<file path="src/rtl/bdtw_pkg.sv">
package bdtw_pkg;

	// Register map: index of each register, byte address is 4 * index
	localparam int unsigned ADDR_W    = 3;
	localparam int unsigned REG_IDX_W = 1;
	localparam logic [REG_IDX_W-1:0] REG_DIGIT_ZERO = 1'b0;
	localparam logic [REG_IDX_W-1:0] REG_CURRENCY   = 1'b1;

	// Input word: value to show and the column of its units digit
	typedef struct packed {
		logic [31:0] amount;
		logic [7:0]  right_column;
	} in_word_t;

	// Output word: one tile write
	typedef struct packed {
		logic [7:0] tile_column;
		logic [7:0] tile_code;
		logic       is_last;
	} out_word_t;

	// Converter sequencer
	typedef enum logic [1:0] {
		CV_IDLE,
		CV_SHIFT,
		CV_DONE
	} conv_state_t;

	// Emitter sequencer
	typedef enum logic [1:0] {
		EM_IDLE,
		EM_CUR,
		EM_DIG
	} emit_state_t;

endpackage

</file>
<file path="src/rtl/binary_to_decimal_tile_writer.sv">
// Channel   Direction  Word                        Handshake
// amt       in         amount, right_column        amt_valid / amt_stall
// tile      out        tile_column, tile_code,     tile_valid / tile_stall
//                      is_last
// apb       in/out     digit_zero_tile, currency   psel / penable / pready
//
// An accepted word passes through the digit chain (one decimal shift step per
// cycle), then hands its digits to the emitter, which writes one tile per cycle
// while the output is not stalled (at most DIGITS + 1 tiles per word). The two
// overlap: the chain converts the next word while the emitter writes this one.
// Reset clears both sequencers, the output valid and the two registers.
// A stalled output holds its word; the emitter then waits, and the chain holds
// its digits and stalls the input until the emitter takes them.
module binary_to_decimal_tile_writer #(
	parameter int unsigned DIGITS     = 9,
	parameter int unsigned VALUE_BITS = 32
) (
	input  logic                             clk,
	input  logic                             arst_n,
	input  logic                             amt_valid,
	output logic                             amt_stall,
	input  bdtw_pkg::in_word_t               amt_word,
	output logic                             tile_valid,
	input  logic                             tile_stall,
	output bdtw_pkg::out_word_t              tile_word,
	input  logic                             psel,
	input  logic                             penable,
	input  logic                             pwrite,
	input  logic [bdtw_pkg::ADDR_W-1:0]      paddr,
	input  logic [31:0]                      pwdata,
	output logic [31:0]                      prdata,
	output logic                             pready
);

	logic [7:0]                        digit_zero_q;
	logic [7:0]                        currency_q;
	logic                              cfg_wr;
	logic [bdtw_pkg::REG_IDX_W-1:0]    reg_idx;
	logic                              hand_valid;
	logic                              hand_ready;
	logic [DIGITS-1:0][3:0]            digits;
	logic [7:0]                        right_col;

	// Register port
	assign pready  = 1'b1;
	assign cfg_wr  = psel && penable && pwrite && pready;
	assign reg_idx = paddr[bdtw_pkg::ADDR_W-1:2];

	always_ff @(posedge clk or negedge arst_n) begin
		if (!arst_n) begin
			digit_zero_q <= 8'd0;
			currency_q   <= 8'd0;
		end else if (cfg_wr) begin
			case (reg_idx)
				bdtw_pkg::REG_DIGIT_ZERO: digit_zero_q <= pwdata[7:0];
				bdtw_pkg::REG_CURRENCY:   currency_q   <= pwdata[7:0];
				default: begin
				end
			endcase
		end
	end

	always_comb begin
		case (reg_idx)
			bdtw_pkg::REG_DIGIT_ZERO: prdata = {24'd0, digit_zero_q};
			bdtw_pkg::REG_CURRENCY:   prdata = {24'd0, currency_q};
			default:                  prdata = 32'd0;
		endcase
	end

	// Binary to decimal chain
	bdtw_converter #(
		.DIGITS     (DIGITS),
		.VALUE_BITS (VALUE_BITS)
	) u_conv (
		.clk        (clk),
		.arst_n     (arst_n),
		.amt_valid  (amt_valid),
		.amt_stall  (amt_stall),
		.amt_word   (amt_word),
		.hand_valid (hand_valid),
		.hand_ready (hand_ready),
		.digits     (digits),
		.right_col  (right_col)
	);

	// Tile write sequencer
	bdtw_emitter #(
		.DIGITS (DIGITS)
	) u_emit (
		.clk             (clk),
		.arst_n          (arst_n),
		.hand_valid      (hand_valid),
		.hand_ready      (hand_ready),
		.digits          (digits),
		.right_col       (right_col),
		.digit_zero_tile (digit_zero_q),
		.currency_tile   (currency_q),
		.tile_valid      (tile_valid),
		.tile_stall      (tile_stall),
		.tile_word       (tile_word)
	);

endmodule

</file>
<file path="src/rtl/bdtw_digit_cell.sv">
module bdtw_digit_cell (
	input  logic       clk,
	input  logic       arst_n,
	input  logic       clear,
	input  logic       shift_en,
	input  logic       bit_in,
	output logic       bit_out,
	output logic [3:0] digit
);

	logic [3:0] digit_q;
	logic [3:0] adj;

	// Add 3 when the digit would reach 10 or more after doubling
	always_comb begin
		adj = (digit_q >= 4'd5) ? (digit_q + 4'd3) : digit_q;
	end

	assign bit_out = adj[3];
	assign digit   = digit_q;

	always_ff @(posedge clk or negedge arst_n) begin
		if (!arst_n) begin
			digit_q <= 4'd0;
		end else if (clear) begin
			digit_q <= 4'd0;
		end else if (shift_en) begin
			digit_q <= {adj[2:0], bit_in};
		end
	end

	// A decimal cell never holds a code above nine
	a_digit_range: assert property (@(posedge clk) disable iff (!arst_n)
		digit_q <= 4'd9)
		else $error("digit cell holds a non-decimal code");

endmodule

</file>
<file path="src/rtl/bdtw_converter.sv">
module bdtw_converter #(
	parameter int unsigned DIGITS     = 9,
	parameter int unsigned VALUE_BITS = 32
) (
	input  logic                        clk,
	input  logic                        arst_n,
	input  logic                        amt_valid,
	output logic                        amt_stall,
	input  bdtw_pkg::in_word_t          amt_word,
	output logic                        hand_valid,
	input  logic                        hand_ready,
	output logic [DIGITS-1:0][3:0]      digits,
	output logic [7:0]                  right_col
);

	localparam int unsigned CW = (VALUE_BITS > 1) ? $clog2(VALUE_BITS) : 1;

	bdtw_pkg::conv_state_t state_q, state_d;
	logic [VALUE_BITS-1:0] amt_q;
	logic [CW-1:0]         cnt_q;
	logic [7:0]            right_q;
	logic                  load;
	logic                  shift;
	logic [DIGITS-1:0]     carry;

	// Sequencer: load, shift VALUE_BITS times, hold until the emitter takes the digits
	always_comb begin
		state_d = state_q;
		load    = 1'b0;
		shift   = 1'b0;
		case (state_q)
			bdtw_pkg::CV_IDLE: begin
				if (amt_valid) begin
					load    = 1'b1;
					state_d = bdtw_pkg::CV_SHIFT;
				end
			end
			bdtw_pkg::CV_SHIFT: begin
				shift = 1'b1;
				if (cnt_q == '0) begin
					state_d = bdtw_pkg::CV_DONE;
				end
			end
			bdtw_pkg::CV_DONE: begin
				if (hand_ready) begin
					if (amt_valid) begin
						load    = 1'b1;
						state_d = bdtw_pkg::CV_SHIFT;
					end else begin
						state_d = bdtw_pkg::CV_IDLE;
					end
				end
			end
			default: begin
				state_d = bdtw_pkg::CV_IDLE;
			end
		endcase
	end

	assign amt_stall  = !((state_q == bdtw_pkg::CV_IDLE) ||
	                      ((state_q == bdtw_pkg::CV_DONE) && hand_ready));
	assign hand_valid = (state_q == bdtw_pkg::CV_DONE);
	assign right_col  = right_q;

	always_ff @(posedge clk or negedge arst_n) begin
		if (!arst_n) begin
			state_q <= bdtw_pkg::CV_IDLE;
			cnt_q   <= '0;
		end else begin
			state_q <= state_d;
			if (load) begin
				cnt_q <= CW'(VALUE_BITS - 1);
			end else if (shift) begin
				cnt_q <= cnt_q - CW'(1);
			end
		end
	end

	// Binary value shifts out MSB first into the digit chain
	always_ff @(posedge clk) begin
		if (load) begin
			amt_q   <= amt_word.amount[VALUE_BITS-1:0];
			right_q <= amt_word.right_column;
		end else if (shift) begin
			amt_q <= amt_q << 1;
		end
	end

	// Chain of decimal cells, units digit first; the top carry is dropped
	assign carry[0] = amt_q[VALUE_BITS-1];

	for (genvar i = 0; i < DIGITS; i++) begin : g_cell
		if (i < DIGITS - 1) begin : g_mid
			bdtw_digit_cell u_cell (
				.clk      (clk),
				.arst_n   (arst_n),
				.clear    (load),
				.shift_en (shift),
				.bit_in   (carry[i]),
				.bit_out  (carry[i+1]),
				.digit    (digits[i])
			);
		end else begin : g_top
			bdtw_digit_cell u_cell (
				.clk      (clk),
				.arst_n   (arst_n),
				.clear    (load),
				.shift_en (shift),
				.bit_in   (carry[i]),
				.bit_out  (),
				.digit    (digits[i])
			);
		end
	end

	// Shifting never falls back to idle without handing over the digits
	a_shift_then_done: assert property (@(posedge clk) disable iff (!arst_n)
		(state_q == bdtw_pkg::CV_SHIFT) |=> (state_q != bdtw_pkg::CV_IDLE))
		else $error("conversion dropped before handoff");

endmodule

</file>
<file path="src/rtl/bdtw_emitter.sv">
module bdtw_emitter #(
	parameter int unsigned DIGITS = 9
) (
	input  logic                   clk,
	input  logic                   arst_n,
	input  logic                   hand_valid,
	output logic                   hand_ready,
	input  logic [DIGITS-1:0][3:0] digits,
	input  logic [7:0]             right_col,
	input  logic [7:0]             digit_zero_tile,
	input  logic [7:0]             currency_tile,
	output logic                   tile_valid,
	input  logic                   tile_stall,
	output bdtw_pkg::out_word_t    tile_word
);

	localparam int unsigned PW = (DIGITS > 1) ? $clog2(DIGITS) : 1;

	bdtw_pkg::emit_state_t state_q, state_d;
	logic [DIGITS-1:0][3:0] dig_q;
	logic [7:0]             right_q;
	logic [PW-1:0]          pos_q;
	logic [PW-1:0]          top;
	logic                   any_nz;
	logic                   out_valid_q;
	bdtw_pkg::out_word_t    out_q;
	bdtw_pkg::out_word_t    word_d;
	logic                   out_free;
	logic                   gen;
	logic                   step;
	logic                   take;
	logic [3:0]             cur_digit;
	logic [7:0]             col;

	// Most significant non-zero digit of the incoming set
	always_comb begin
		top    = '0;
		any_nz = 1'b0;
		for (int p = 0; p < DIGITS; p++) begin
			if (digits[p] != 4'd0) begin
				top    = PW'(p);
				any_nz = 1'b1;
			end
		end
	end

	assign out_free  = !out_valid_q || !tile_stall;
	assign cur_digit = dig_q[pos_q];
	assign col       = right_q - 8'(pos_q);

	// Sequencer: currency tile, then digits from the top position down to units; an all-zero set writes nothing
	always_comb begin
		state_d    = state_q;
		hand_ready = 1'b0;
		gen        = 1'b0;
		step       = 1'b0;
		word_d     = out_q;
		case (state_q)
			bdtw_pkg::EM_IDLE: begin
				hand_ready = 1'b1;
			end
			bdtw_pkg::EM_CUR: begin
				if (out_free) begin
					gen                = 1'b1;
					word_d.tile_column = col - 8'd1;
					word_d.tile_code   = currency_tile;
					word_d.is_last     = 1'b0;
					state_d            = bdtw_pkg::EM_DIG;
				end
			end
			bdtw_pkg::EM_DIG: begin
				if (out_free) begin
					gen                = 1'b1;
					word_d.tile_column = col;
					word_d.tile_code   = digit_zero_tile + {4'd0, cur_digit};
					word_d.is_last     = (pos_q == '0);
					if (pos_q == '0) begin
						hand_ready = 1'b1;
						state_d    = bdtw_pkg::EM_IDLE;
					end else begin
						step = 1'b1;
					end
				end
			end
			default: begin
				state_d = bdtw_pkg::EM_IDLE;
			end
		endcase
		take = hand_ready && hand_valid;
		if (take) begin
			state_d = any_nz ? bdtw_pkg::EM_CUR : bdtw_pkg::EM_IDLE;
		end
	end

	always_ff @(posedge clk or negedge arst_n) begin
		if (!arst_n) begin
			state_q     <= bdtw_pkg::EM_IDLE;
			out_valid_q <= 1'b0;
		end else begin
			state_q <= state_d;
			if (gen) begin
				out_valid_q <= 1'b1;
			end else if (!tile_stall) begin
				out_valid_q <= 1'b0;
			end
		end
	end

	// Digit set, position and output word
	always_ff @(posedge clk) begin
		if (take) begin
			dig_q   <= digits;
			right_q <= right_col;
			pos_q   <= top;
		end else if (step) begin
			pos_q <= pos_q - PW'(1);
		end
		if (gen) begin
			out_q <= word_d;
		end
	end

	assign tile_valid = out_valid_q;
	assign tile_word  = out_q;

	// The currency tile is drawn only left of a non-zero leading digit
	a_lead_nonzero: assert property (@(posedge clk) disable iff (!arst_n)
		(state_q == bdtw_pkg::EM_CUR) |-> (cur_digit != 4'd0))
		else $error("leading digit is zero");

	// Leaving the digit run means the units word was just produced
	a_last_word: assert property (@(posedge clk) disable iff (!arst_n)
		((state_q == bdtw_pkg::EM_DIG) && (state_d != bdtw_pkg::EM_DIG)) |=>
		(out_valid_q && out_q.is_last))
		else $error("digit run ended without a last word");

endmodule

</file>
<file path="config.mk">
export PLATFORM = sky130hd
export DESIGN_NAME = binary_to_decimal_tile_writer
export DESIGN_NICKNAME = d
export VERILOG_FILES = /design/src/rtl/bdtw_pkg.sv /design/src/rtl/binary_to_decimal_tile_writer.sv /design/src/rtl/bdtw_digit_cell.sv /design/src/rtl/bdtw_converter.sv /design/src/rtl/bdtw_emitter.sv
export SDC_FILE = /design/constraint.sdc
export NUM_CORES = 1
export LEC_CHECK = 0
export ABC_CLOCK_PERIOD_IN_PS = 4100
export BUFFER_PORTS_ARGS = -buffer_cell sky130_fd_sc_hd__buf_2
export CAP_MARGIN = 5
export CORE_MARGIN = 4
export CORE_UTILIZATION = 25
export DETAILED_ROUTE_END_ITERATION = 10
export SKIP_LAST_GASP = 1
export SLEW_MARGIN = 20
export SYNTH_ARGS = -nofsm -noshare
export SYNTH_HDL_FRONTEND = slang
export SYNTH_SLANG_ARGS = --single-unit
export TNS_END_PERCENT = 100
</file>
<file path="constraint.sdc">
create_clock -name clk -period 4.1 [get_ports clk]
set_input_delay 0.41 -clock clk [delete_from_list [all_inputs] [get_ports clk]]
set_output_delay 0.41 -clock clk [all_outputs]
set_load 0.01 [all_outputs]
</file>
==> impl_summary.log, run 1 <==
[metrics] outcome: completed
[metrics] start of the worst register-to-register path: u_emit.pos_q[0]
[metrics] flip-flop and latch count after synthesis: 167
[metrics] worst max-slew margin expressed relative to the limit: 0.498
[metrics] Setup CP Type: register to register
[metrics] number of I/O pins: between 100 and 150
[metrics] clock root buffer: clkbuf_16
[metrics] CP required: 4280 ps
[metrics] antenna violations before repair: 0
[metrics] sum of negative setup slack: 0 ps
[metrics] quantity of gates resized following cts: 0
[metrics] Layout Nets: just over 900
[metrics] count of endpoints failing setup in the final report: 0
[metrics] proportion of synthesized flip-flops having asynchronous set or reset: 0.371
[metrics] area overhead of the layout relative to synthesis: 17.0%
[metrics] Max Root-Sink Buffers: 2
[metrics] first-pass iteration count of the detailed router: 4
[metrics] sequential share of the synthesized area: 0.565
[metrics] core outline area: roughly 33000 sq um
[metrics] routed wirelength normalized by instance count: 13.1 microns
[metrics] overall fraction of global-route tracks in use: 0.0932
[metrics] Max Clock Freq: between 0.3 and 0.4 GHz
[metrics] via count of the first global-routing pass: 5349
[metrics] maximum level of the CTS H-tree: 4
[metrics] RSZ-0062 raised after global routing: false
[metrics] Post-Syn Area: roughly 8300 sq um
[metrics] maximum fanout count along the critical path: 9
[metrics] worst slew pin tran: roughly 750 ps
[metrics] total count of max-transition violations in the final report: 0
[metrics] Tmin final: ~3100 ps
[metrics] number of cells on the worst reg-to-reg path: 11
[metrics] via count: 5364
[metrics] ratio of cells with drive above 1 in the final layout: 0.213
[metrics] post-route clock skew: roughly 7.0 ps
[metrics] endpoint of the worst hold-timing path: u_conv.right_col[7]
[metrics] Hold Violations, Final: 0
[metrics] post-synthesis average cell area: roughly 11 sq um
[metrics] Main synth FF type: edfxtp_1
[metrics] post-detailed-routing wire length: 16600 microns
[metrics] clock latency at the later pin of the worst-skew pair: 430 ps
[metrics] worst path arrival time: 3310 ps
[metrics] routability cong.: between 0.7 and 0.8
[metrics] number of buffers created by CTS: 17
[metrics] Residual DRC: 0
[metrics] count of maximum capacitance violations: 0
[metrics] synthesized netlist cell count: between 700 and 800
[metrics] TritonCTS Sinks: ~170
[metrics] grt ovf: 0
[metrics] Min-Delay Startpoint: amt_word[7]
[metrics] register-to-register path setup slack: 970 ps
[metrics] kind of path behind the tightest hold check: input pin to register
[metrics] die height: roughly 190 microns
[metrics] first-iteration detailed-routing DRC count: 300
[metrics] number of I/O port buffers: between 80 and 90
[metrics] post-route ant nets: 0
[metrics] CTS tree: yes
[metrics] startpoint types: register
[metrics] Lkg Pwr: approximately 4 nW
[metrics] number of distinct library cell variants in the gate-level netlist after synthesis: 59
[metrics] endpoint kind of the worst setup timing path: register
[metrics] launching element of the worst setup path: u_emit.pos_q[0]
[metrics] standard-cell row count: 66
[metrics] Post-synth EDFFs: around 110
[metrics] clock-pin slew on the worst setup and hold paths: roughly 70 ps
[metrics] pin count of the biggest net entering global routing: between 60 and 70
[metrics] die outline area: roughly 36000 sq um
[metrics] period utilisation layout: 0.762
[metrics] endpoint of the worst register-to-register path: u_emit.tile_word[8]
[metrics] final cell utilization of the core: 0.298
[metrics] DR vias/cell: about 4.2
[metrics] number of warnings reported in the yosys synthesis log: 0
[metrics] VDD IR max: 0.000329 V
[metrics] starting density of the core: 0.255
[metrics] die width: about 190 microns
[metrics] power density relative to cell area: 644 nW/um^2
[metrics] filler cell count: 3400
[metrics] hold path cells: 1
[metrics] first-pass GRT wire length: roughly 27000 microns
[metrics] HPWL after DPL: between 10000 and 15000 microns
cell usage after synthesis, drive strengths merged (2+ instances only):
master | n | share of area
a21oi | 29 | 0.017
a31oi | 2 | 0.0033
and2 | 4 | 0.0030
buf | 44 | 0.038
clkbuf | 5 | 0.0023
conb | 2 | 0.00090
dfrtp | 62 | 0.19
edfxtp | 105 | 0.38
fa | 2 | 0.0048
ha | 34 | 0.051
inv | 37 | 0.017
mux2 | 29 | 0.039
mux2i | 6 | 0.0072
mux4 | 8 | 0.022
nand2 | 131 | 0.059
nand2b | 15 | 0.012
nand3 | 38 | 0.023
nand4 | 4 | 0.0038
nor2 | 27 | 0.015
nor2b | 5 | 0.0038
nor3 | 12 | 0.0084
nor3b | 7 | 0.0083
o21a | 2 | 0.0018
o21ai | 54 | 0.033
o21bai | 2 | 0.0018
o22ai | 2 | 0.0015
o31ai | 2 | 0.0018
o32ai | 4 | 0.0042
or3 | 3 | 0.0029
xnor2 | 24 | 0.025
xor2 | 11 | 0.012
cell type report:
cell class              instances  area [sq um]  area share
clock inverters                15           179      0.0184
well taps                     442           553      0.0568
flip-flops and latches        167          4700       0.483
repair buffers                 91           493      0.0506
diodes                          1          2.50    0.000257
inverters                      38           145      0.0149
multi-input cells             493          3230       0.332
clock buffers                  17           425      0.0437
per-layer routing:
metal  vias to the layer above  part of all wire  track usage
li1                       2646                 -            -
met1                      2572              0.49        0.130
met2                       130              0.44        0.141
met3                        16             0.054       0.0251
met4                         0             0.013       0.0309
met5                         -                 0            0
placed cells by master, fill, tap and decap left out, types with 2 or more instances in the layout:
cell / instances
a21oi_1: 29
and2_1: 4
buf_2: 82
buf_4: 7
clkbuf_16: 17
clkinv_8: 2
clkinvlp_4: 2
conb_1: 25
dfrtp_1: 62
edfxtp_1: 105
fa_1: 2
ha_1: 34
inv_1: 36
inv_6: 3
inv_8: 4
mux2_2: 29
mux2i_1: 6
mux4_2: 8
nand2_1: 130
nand2b_1: 13
nand2b_4: 2
nand3_1: 38
nand4_1: 3
nor2_1: 24
nor2b_1: 5
nor3_1: 10
nor3_2: 2
nor3b_1: 5
o21a_1: 2
o21ai_0: 46
o21ai_1: 7
o21bai_1: 2
o22ai_1: 2
o31ai_1: 2
o32ai_1: 4
or3_1: 2
xnor2_1: 24
xor2_1: 11
cell families (layout without fill, tap and decap cells):
family	Yosys count	after routing	synth area share
and+or+nand+nor	253	253	0.146
DFF	167	167	0.565
AOI/OAI and AO/OA	101	101	0.0689
buffers and inverters	87	161	0.0580
muxes	43	43	0.0681
adders and majority gates	36	36	0.0559
xor gates and xnor gates	35	35	0.0368
other	2	26	0.000902
worst max path at each step:
stage               cells past startpoint             endpoint  slack, ps
CTS                                    11  u_emit.tile_word[8]        930
global placement                       11  u_emit.tile_word[8]       1000
floorplan                               7      u_emit.pos_q[2]        920
finish                                 11  u_emit.tile_word[8]        970
global route                           11  u_emit.tile_word[8]        750
detailed placement                     11  u_emit.tile_word[8]        970
timing repair:
action	4_1_cts	5_1_grt
hold buffers	1	0
hold endpoints to repair	25	0
setup buffers	0	0
through the flow:
step | power (mW) | instances | cell area [sq um] | hold slack [ps] | setup WS [ps]
after floorplan | 4.15 | 747 | 8410 | 114 | 922
after CTS | 6.34 | 1263 | 9730 | 117 | 933
final | 6.27 | 1264 | 9740 | 151 | 975
after global placement | 4.59 | 1230 | 9110 | 409 | 998
after detailed placement | 4.67 | 1230 | 9110 | 411 | 967
after global routing | 6.74 | 1263 | 9730 | 119 | 748
worst max-delay path, cell delays in order, from the launching register on:
cell and delay, ps:
edfxtp_1 620, mux4_2 570, mux2i_1 170, o21a_1 180, inv_1 50, ha_1 270
a21o_1 180, a21oi_1 240, o21bai_1 130, nand4_1 130, xnor2_1 70, mux2_2 260
registers in the layout, summed over array words and instances (netlist names), 4 cells and up:
| signal | count |
|---|---|
| u_emit.dig_q | 36 |
| u_conv.amt_q | 32 |
| u_conv.g_cell.g_mid.u_cell.digit | 32 |
| u_emit.tile_word | 17 |
| currency_q | 8 |
| digit_zero_q | 8 |
| u_conv.right_col | 8 |
| u_emit.right_q | 8 |
| u_conv.cnt_q | 5 |
| u_conv.g_cell.g_top.u_cell.digit | 4 |
| u_emit.pos_q | 4 |
report_power, final:
| part | switching (mW) | internal (mW) |
|---|---|---|
| clock network | 0.764 | 0.877 |
| logic | 1.06 | 0.764 |
| registers | 0.387 | 2.42 |
| total | 2.21 | 4.06 |
Note: power is estimated with default switching activity, not from simulation.
==> run 2: changes to the inputs <==
--- a/config.mk
+++ b/config.mk
@@ -5,7 +5,8 @@
 export SDC_FILE = /design/constraint.sdc
 export NUM_CORES = 1
 export LEC_CHECK = 0
-export ABC_CLOCK_PERIOD_IN_PS = 4100
+export ABC_AREA = 1
+export ABC_CLOCK_PERIOD_IN_PS = 2850
 export BUFFER_PORTS_ARGS = -buffer_cell sky130_fd_sc_hd__buf_2
 export CAP_MARGIN = 5
 export CORE_MARGIN = 4
==> constraint.sdc (replaced) <==
create_clock -name clk -period 2.85 [get_ports clk]
set_input_delay 0.285 -clock clk [delete_from_list [all_inputs] [get_ports clk]]
set_output_delay 0.285 -clock clk [all_outputs]
set_load 0.01 [all_outputs]
==> run 2 against run 1 <==
Compared with the run above: sequential share of layout area decreased by 2.4 points; wire length up 12%; core utilization fell by 0.069 points; die area increased by 4.3%; critical path type unchanged; largest power group unchanged; highest routed layer unchanged.
==> impl_summary.log, run 2 <==
[metrics] register-to-register path setup slack: 160 ps (-820 ps)
[metrics] DR vias/cell: 4.23 (-0.41%)
[metrics] via count: 6356 (+18%)
[metrics] core outline area: 34500 sq um (+5.4%)
[metrics] count of endpoints failing setup in the final report: 0 (unchanged)
[metrics] post-synthesis average cell area: 9.20 sq um (-20%)
[metrics] number of I/O port buffers: 82 (unchanged)
[metrics] flip-flop and latch count after synthesis: 167 (unchanged)
[metrics] Tmin final: 2690 ps (-431 ps)
[metrics] Residual DRC: 0 (unchanged)
[metrics] first-pass GRT wire length: 30800 microns (+13%)
[metrics] Main synth FF type: edfxtp_1
[metrics] top area cells in the synthesized netlist: edfxtp_1, dfrtp_1, nand2_1
[metrics] power density relative to cell area: 963 nW/um^2 (+50%)
[metrics] cell area after layout: 10200 sq um (+5.1%)
[metrics] total count of max-transition violations in the final report: 0 (unchanged)
[metrics] synthesized netlist cell count: 945 (+31%)
[metrics] top post-synthesis cells by count: nand2_1, inv_1, edfxtp_1
[metrics] largest register by flop count: u_emit.dig_q
[metrics] startpoint types: register
[metrics] sequential share of the synthesized area: 0.541 (-0.0242)
[metrics] area of the multi-input gates: 3270 sq um (+0.97%)
[metrics] cell family contributing the most delay on the critical path: compound AO/OA/AOI/OAI gates
[metrics] most numerous cell in the Yosys netlist: nand2_1
[metrics] Max Root-Sink Buffers: 2 (unchanged)
[metrics] Hold Violations, Final: 0 (unchanged)
[metrics] antenna violations before repair: 0 (unchanged)
[metrics] outcome: completed
[metrics] commonest non-fill, non-tap cell in the layout: nand2_1
[metrics] delay of the slowest critical-path stage: 440 ps (-180 ps)
[metrics] worst-path cell with the longest stage delay: edfxtp_1
[metrics] final instance count without filler cells: 1504 (+19%)
[metrics] filler cell count: 3624 (+6.6%)
[metrics] post-route clock skew: 11.6 ps (+4.65 ps)
[metrics] standard-cell row count: 68 (+3.0%)
[metrics] starting density of the core: 0.252 (-0.00215)
[metrics] Buffers & Inverters on Critical Path: 4 (+3)
[metrics] worst slew pin tran: 881 ps (+128 ps)
[metrics] CTS tree: yes
[metrics] die width: 195 microns (+2.1%)
[metrics] proportion of synthesized flip-flops having asynchronous set or reset: 0.371 (unchanged)
[metrics] period utilisation layout: 0.946 (+0.183)
[metrics] leading cell types in the layout, fill and taps excluded: nand2_1, inv_1, edfxtp_1, o21ai_0, buf_2
[metrics] first-pass iteration count of the detailed router: 5 (+1)
[metrics] instance count after placement with tap cells included: 1466 (+19%)
[metrics] die outline area: 37800 sq um (+4.3%)
[metrics] number of diodes added for antenna fixing: 0 (-1)
[metrics] Max Clock Freq: 0.371 GHz (+16%)
[metrics] Layout Nets: 1154 (+25%)
[metrics] die height: 195 microns (+2.1%)
[metrics] overall fraction of global-route tracks in use: 0.0990 (+0.00582)
[metrics] clock-pin slew on the worst setup and hold paths: 70 ps (about the same)
[metrics] worst max-slew margin expressed relative to the limit: 0.413 (-0.0856)
[metrics] clock latency at the later pin of the worst-skew pair: 440 ps (about the same)
[metrics] footprint of the flip-flops and latches: 4700 sq um (unchanged)
[metrics] VDD IR max: 0.000552 V (+68%)
[metrics] routability cong.: 0.846 (+10%)
[metrics] area share of the largest cell type after synthesis: 0.363 (-0.0162)
[metrics] flip-flop count of the largest register, all copies and words added: 36 (unchanged)
[metrics] via count of the first global-routing pass: 6129 (+15%)
[metrics] sequence of cells on the critical path: clkinvlp_4, clkbuf_4, o21ai_0, o211ai_1, o211ai_1, o21ai_0, ha_1, inv_1, fa_1, inv_1, nand3_1, nand2_1, nand2_1, xor2_1, o21ai_1
[metrics] pin count of the biggest net entering global routing: 63 (-3.1%)
[metrics] post-detailed-routing wire length: 18600 microns (+12%)
[metrics] library cell with the largest summed area after synthesis: edfxtp_1
[metrics] TritonCTS Sinks: 167 (unchanged)
[metrics] number of distinct library cell variants in the gate-level netlist after synthesis: 36 (-39%)
[metrics] ratio of cells with drive above 1 in the final layout: 0.157 (-0.0559)
[metrics] clock root buffer: clkbuf_16
[metrics] Post-synth EDFFs: 105 (unchanged)
[metrics] Setup CP Type: register to register
[metrics] grt ovf: 0 (unchanged)
[metrics] maximum level of the CTS H-tree: 4 (unchanged)
[metrics] number of buffers created by CTS: 17 (unchanged)
[metrics] CP required: 3030 ps (-1250 ps)
[metrics] Lkg Pwr: 4.68 nW (+18%)
[metrics] Placement Cell Area: 9560 sq um (+4.9%)
[metrics] sum of negative setup slack: 0 ps (unchanged)
[metrics] Post-Syn Area: 8700 sq um (+4.5%)
[metrics] routed wirelength normalized by instance count: 12.4 microns (-6.0%)
[metrics] maximum fanout count along the critical path: 6 (-3)
[metrics] number of I/O pins: 134 (unchanged)
[metrics] area overhead of the layout relative to synthesis: 17.7%
[metrics] final cell utilization of the core: 0.297 (-0.000691)
[metrics] endpoint kind of the worst setup timing path: register
[metrics] count of maximum capacitance violations: 0 (unchanged)
[metrics] worst path arrival time: 2870 ps (-440 ps)
[metrics] post-route ant nets: 0 (unchanged)
[metrics] first-iteration detailed-routing DRC count: 377 (+26%)
[metrics] kind of path behind the tightest hold check: input pin to register
[metrics] number of warnings reported in the yosys synthesis log: 0 (unchanged)
[metrics] HPWL after DPL: 13100 microns (+13%)
-- run 2: power by group --
group	switching [mW]	internal [mW]	leakage, nW
Combinational	2.15	1.28	2.61
Clock	1.11	1.28	0.305
Sequential	0.496	3.54	1.77
Total	3.76	6.10	4.68
-- run 2: layout make-up --
cell class                      instances  share of cell area
Sequential cell                       167               0.460
Multi-Input combinational cell        629               0.319
Timing Repair Buffer                  103              0.0608
Tap cell                              455              0.0556
Clock buffer                           19              0.0464
Inverter                              118              0.0440
Clock inverter                         13              0.0145
-- run 2: timing repair --
item | CTS | global route
setup buffers | 0 | 6
hold buffers | 0 | 0
setup endpoints to repair | 0 | 3
gates resized for setup | 0 | 4
-- run 2: worst paths after layout --
| check | start | depth (start not counted) | to |
|---|---|---|---|
| min | amt_word[5] | 1 | u_conv.right_col[5] |
| max reg2reg | u_emit.pos_q[0] | 15 | u_emit.tile_word[7] |
| max | u_emit.pos_q[0] | 15 | u_emit.tile_word[7] |
| min in group asynchronous | arst_n | 2 | digit_zero_q[2] |
| max in group asynchronous | arst_n | 2 | u_conv.cnt_q[0] |
| min reg2reg | u_conv.right_col[7] | 0 | u_emit.right_q[7] |
-- run 2: worst reg2reg max path, delay by kind of cell (launching register included) --
family	cells	cell delay (ps)
AO/OA/AOI/OAI	5	660
adder cells (fa/ha/maj)	2	540
flip-flops	1	440
buffers and inverters	4	430
AND/OR/NAND/NOR	3	250
XOR/XNOR	1	130
-- run 2: routing by layer --
metal	GRT usage	routed length, microns	vias to the layer above
li1	-	-	3214
met1	0.125	8350	2996
met2	0.169	9100	120
met3	0.0182	741	26
met4	0.0367	401	0
met5	0	0	-
-- run 2: metrics by stage --
| step | setup WS (ps) | power (mW) | hold slack (ps) |
|---|---|---|---|
| floorplan | 117 | 6.67 | -10.6 |
| global placement | 178 | 7.40 | 408 |
| detailed placement | 150 | 7.54 | 406 |
| CTS | 138 | 9.98 | 13.5 |
| global route | -25.5 | 10.8 | 18.2 |
| finish | 155 | 9.86 | 38.8 |
-- run 2: cell families (layout without fill, tap and decap cells) --
logic type,count (synthesis),in the layout,synth area share
AOI/OAI and AO/OA,135,135,0.0846
xor gates and xnor gates,26,26,0.0262
adders and majority gates,36,36,0.0535
buffers and inverters,172,253,0.0937
DFF,167,167,0.541
muxes,1,1,0.00115
other,2,25,0.000864
and+or+nand+nor,406,406,0.199
==> run 3: changes to the inputs <==
--- a/config.mk
+++ b/config.mk
@@ -12,6 +12,7 @@
 export CORE_MARGIN = 4
 export CORE_UTILIZATION = 25
 export DETAILED_ROUTE_END_ITERATION = 10
+export REMOVE_ABC_BUFFERS = 1
 export SKIP_LAST_GASP = 1
 export SLEW_MARGIN = 20
 export SYNTH_ARGS = -nofsm -noshare
==> run 3 against run 2 <==
Compared with the run above: core utilization about the same; clock-buffer cell count is 3 higher; wire length decreased by 1.9%; first-iteration DRC count rose by 11%; maximum frequency grew 2.0%; largest power group unchanged; sequential power is essentially flat; via count decreased by 1.3%.
==> impl_summary.log, run 3 (synthesis gave the netlist of run 2 again) <==
[metrics] outcome: completed
[metrics] largest register by flop count: u_emit.dig_q
[metrics] clock root buffer: clkbuf_16
[metrics] TritonCTS Sinks: 167 (unchanged)
[metrics] power density relative to cell area: 951 nW/um^2 (-1.2%)
[metrics] register-to-register path setup slack: 210 ps (+50 ps)
[metrics] startpoint types: register
[metrics] cell area after layout: 10200 sq um (-0.13%)
[metrics] Max Root-Sink Buffers: 2 (unchanged)
[metrics] endpoint kind of the worst setup timing path: register
[metrics] starting density of the core: 0.252 (unchanged)
[metrics] first-pass GRT wire length: 29900 microns (-3.0%)
[metrics] HPWL after DPL: 13300 microns (+1.3%)
[metrics] maximum level of the CTS H-tree: 4 (unchanged)
[metrics] worst slack at placement: 74.2 ps (-75.7 ps)
[metrics] die height: 195 microns (unchanged)
[metrics] Tmin final: 2640 ps (-53.2 ps)
[metrics] Layout Nets: 1158 (+0.35%)
[metrics] Placement Cell Area: 9580 sq um (+0.25%)
[metrics] worst max-slew margin expressed relative to the limit: 0.539 (+0.126)
[metrics] sum of negative setup slack: 0 ps (unchanged)
[metrics] post-route clock skew: 11.5 ps (-0.145 ps)
[metrics] post-detailed-routing wire length: 18200 microns (-1.9%)
[metrics] worst slew pin tran: 685 ps (-195 ps)
[metrics] count of endpoints failing setup in the final report: 0 (unchanged)
[metrics] area overhead of the layout relative to synthesis: 17.6%
[metrics] routed wirelength normalized by instance count: 12.1 microns (-2.1%)
[metrics] number of buffers created by CTS: 17 (unchanged)
[metrics] pin count of the biggest net entering global routing: 33 (-48%)
[metrics] final instance count without filler cells: 1508 (+0.27%)
[metrics] VDD IR max: 0.000446 V (-19%)
[metrics] count of maximum capacitance violations: 0 (unchanged)
[metrics] ratio of cells with drive above 1 in the final layout: 0.159 (+0.00130)
[metrics] DR vias/cell: 4.16 (-1.6%)
[metrics] worst path arrival time: 2800 ps (-70 ps)
[metrics] first-iteration detailed-routing DRC count: 420 (+11%)
[metrics] first-pass iteration count of the detailed router: 5 (unchanged)
[metrics] Residual DRC: 0 (unchanged)
[metrics] clock latency at the later pin of the worst-skew pair: 430 ps (about the same)
[metrics] period utilisation layout: 0.927 (-0.0187)
[metrics] RSZ-0062 raised after global routing: true
[metrics] core outline area: 34500 sq um (unchanged)
[metrics] number of diodes added for antenna fixing: 0 (unchanged)
[metrics] number of I/O port buffers: 82 (unchanged)
[metrics] die outline area: 37800 sq um (unchanged)
[metrics] flip-flop count of the largest register, all copies and words added: 36 (unchanged)
[metrics] standard-cell row count: 68 (unchanged)
[metrics] setup ws final: 208 ps (+53.2 ps)
[metrics] post-route ant nets: 0 (unchanged)
[metrics] grt ovf: 0 (unchanged)
[metrics] leading cell types in the layout, fill and taps excluded: nand2_1, inv_1, edfxtp_1, o21ai_0, buf_2
[metrics] CP required: 3010 ps (-20 ps)
[metrics] total count of max-transition violations in the final report: 0 (unchanged)
[metrics] antenna violations before repair: 0 (unchanged)
[metrics] instance count after placement with tap cells included: 1470 (+0.27%)
[metrics] clock-pin slew on the worst setup and hold paths: 70 ps (about the same)
[metrics] CTS tree: yes
[metrics] via count: 6272 (-1.3%)
[metrics] Lkg Pwr: 4.68 nW (about the same)
[metrics] commonest non-fill, non-tap cell in the layout: nand2_1
[metrics] routability cong.: 0.816 (-3.6%)
[metrics] die width: 195 microns (unchanged)
[metrics] Setup CP Type: register to register
[metrics] number of I/O pins: 134 (unchanged)
[metrics] Hold Violations, Final: 0 (unchanged)
[metrics] kind of path behind the tightest hold check: input pin to register
[metrics] overall fraction of global-route tracks in use: 0.0963 (-0.00267)
[metrics] maximum fanout count along the critical path: 12 (+6)
[metrics] via count of the first global-routing pass: 5991 (-2.3%)
[metrics] Max Clock Freq: 0.379 GHz (+2.0%)
-- run 3: power by group --
part	switching (mW)	internal, mW
clock network	0.990	1.23
registers	0.491	3.55
logic	2.16	1.30
-- run 3: stage by stage --
step                hold slack [ps]  power [mW]   util
global placement                267        7.44  0.278
global route                   10.6        10.6  0.297
CTS                            13.9        9.84  0.295
floorplan                     -10.6        6.52      -
detailed placement              284        7.57  0.278
finish                         34.6        9.72  0.297
-- run 3: layer usage --
layer	routed length [microns]	track usage	up-vias
met5	0	0	-
met4	205	0.0297	0
met3	726	0.0215	8
met2	8930	0.160	99
met1	8380	0.126	2945
li1	-	-	3220
-- run 3: final cells by class --
cell class	count	area, sq um
Inverter	118	445
Fill cell	3591	24200
Sequential cell	167	4700
Tap cell	455	569
Multi-Input combinational cell	629	3270
Timing Repair Buffer	107	671
Clock buffer	22	485
Clock inverter	10	78.8
-- run 3: timing repair --
action,CTS,global route
gates resized for setup,0,9
setup buffers,0,5
hold buffers,1,0
endpoints found under the hold margin,16,0
endpoints found under the setup margin,0,33
-- run 3: critical path, stage by stage (launching register included) --
cell and delay (ps):
edfxtp_1 460, inv_4 140, o21ai_0 80, o211ai_1 240
o211ai_1 160, o21ai_1 130, ha_2 200, inv_1 50
fa_1 350, inv_1 90, nand3_1 80, nand2_2 100
nand2_1 60, xor2_1 130, o21ai_0 90
-- run 3: worst paths after layout --
check | startpoint | to | cells after the start
setup / recovery | u_emit.pos_q[0] | u_emit.tile_word[7] | 14
hold / removal | amt_word[7] | u_conv.right_col[7] | 1
setup reg to reg | u_emit.pos_q[0] | u_emit.tile_word[7] | 14
hold reg to reg | u_conv.right_col[7] | u_emit.right_q[7] | 0
max in group asynchronous | arst_n | u_conv.g_cell[8].g_top.u_cell.digit[0] | 3
min in group asynchronous | arst_n | u_conv.g_cell[2].g_mid.u_cell.digit[2] | 2
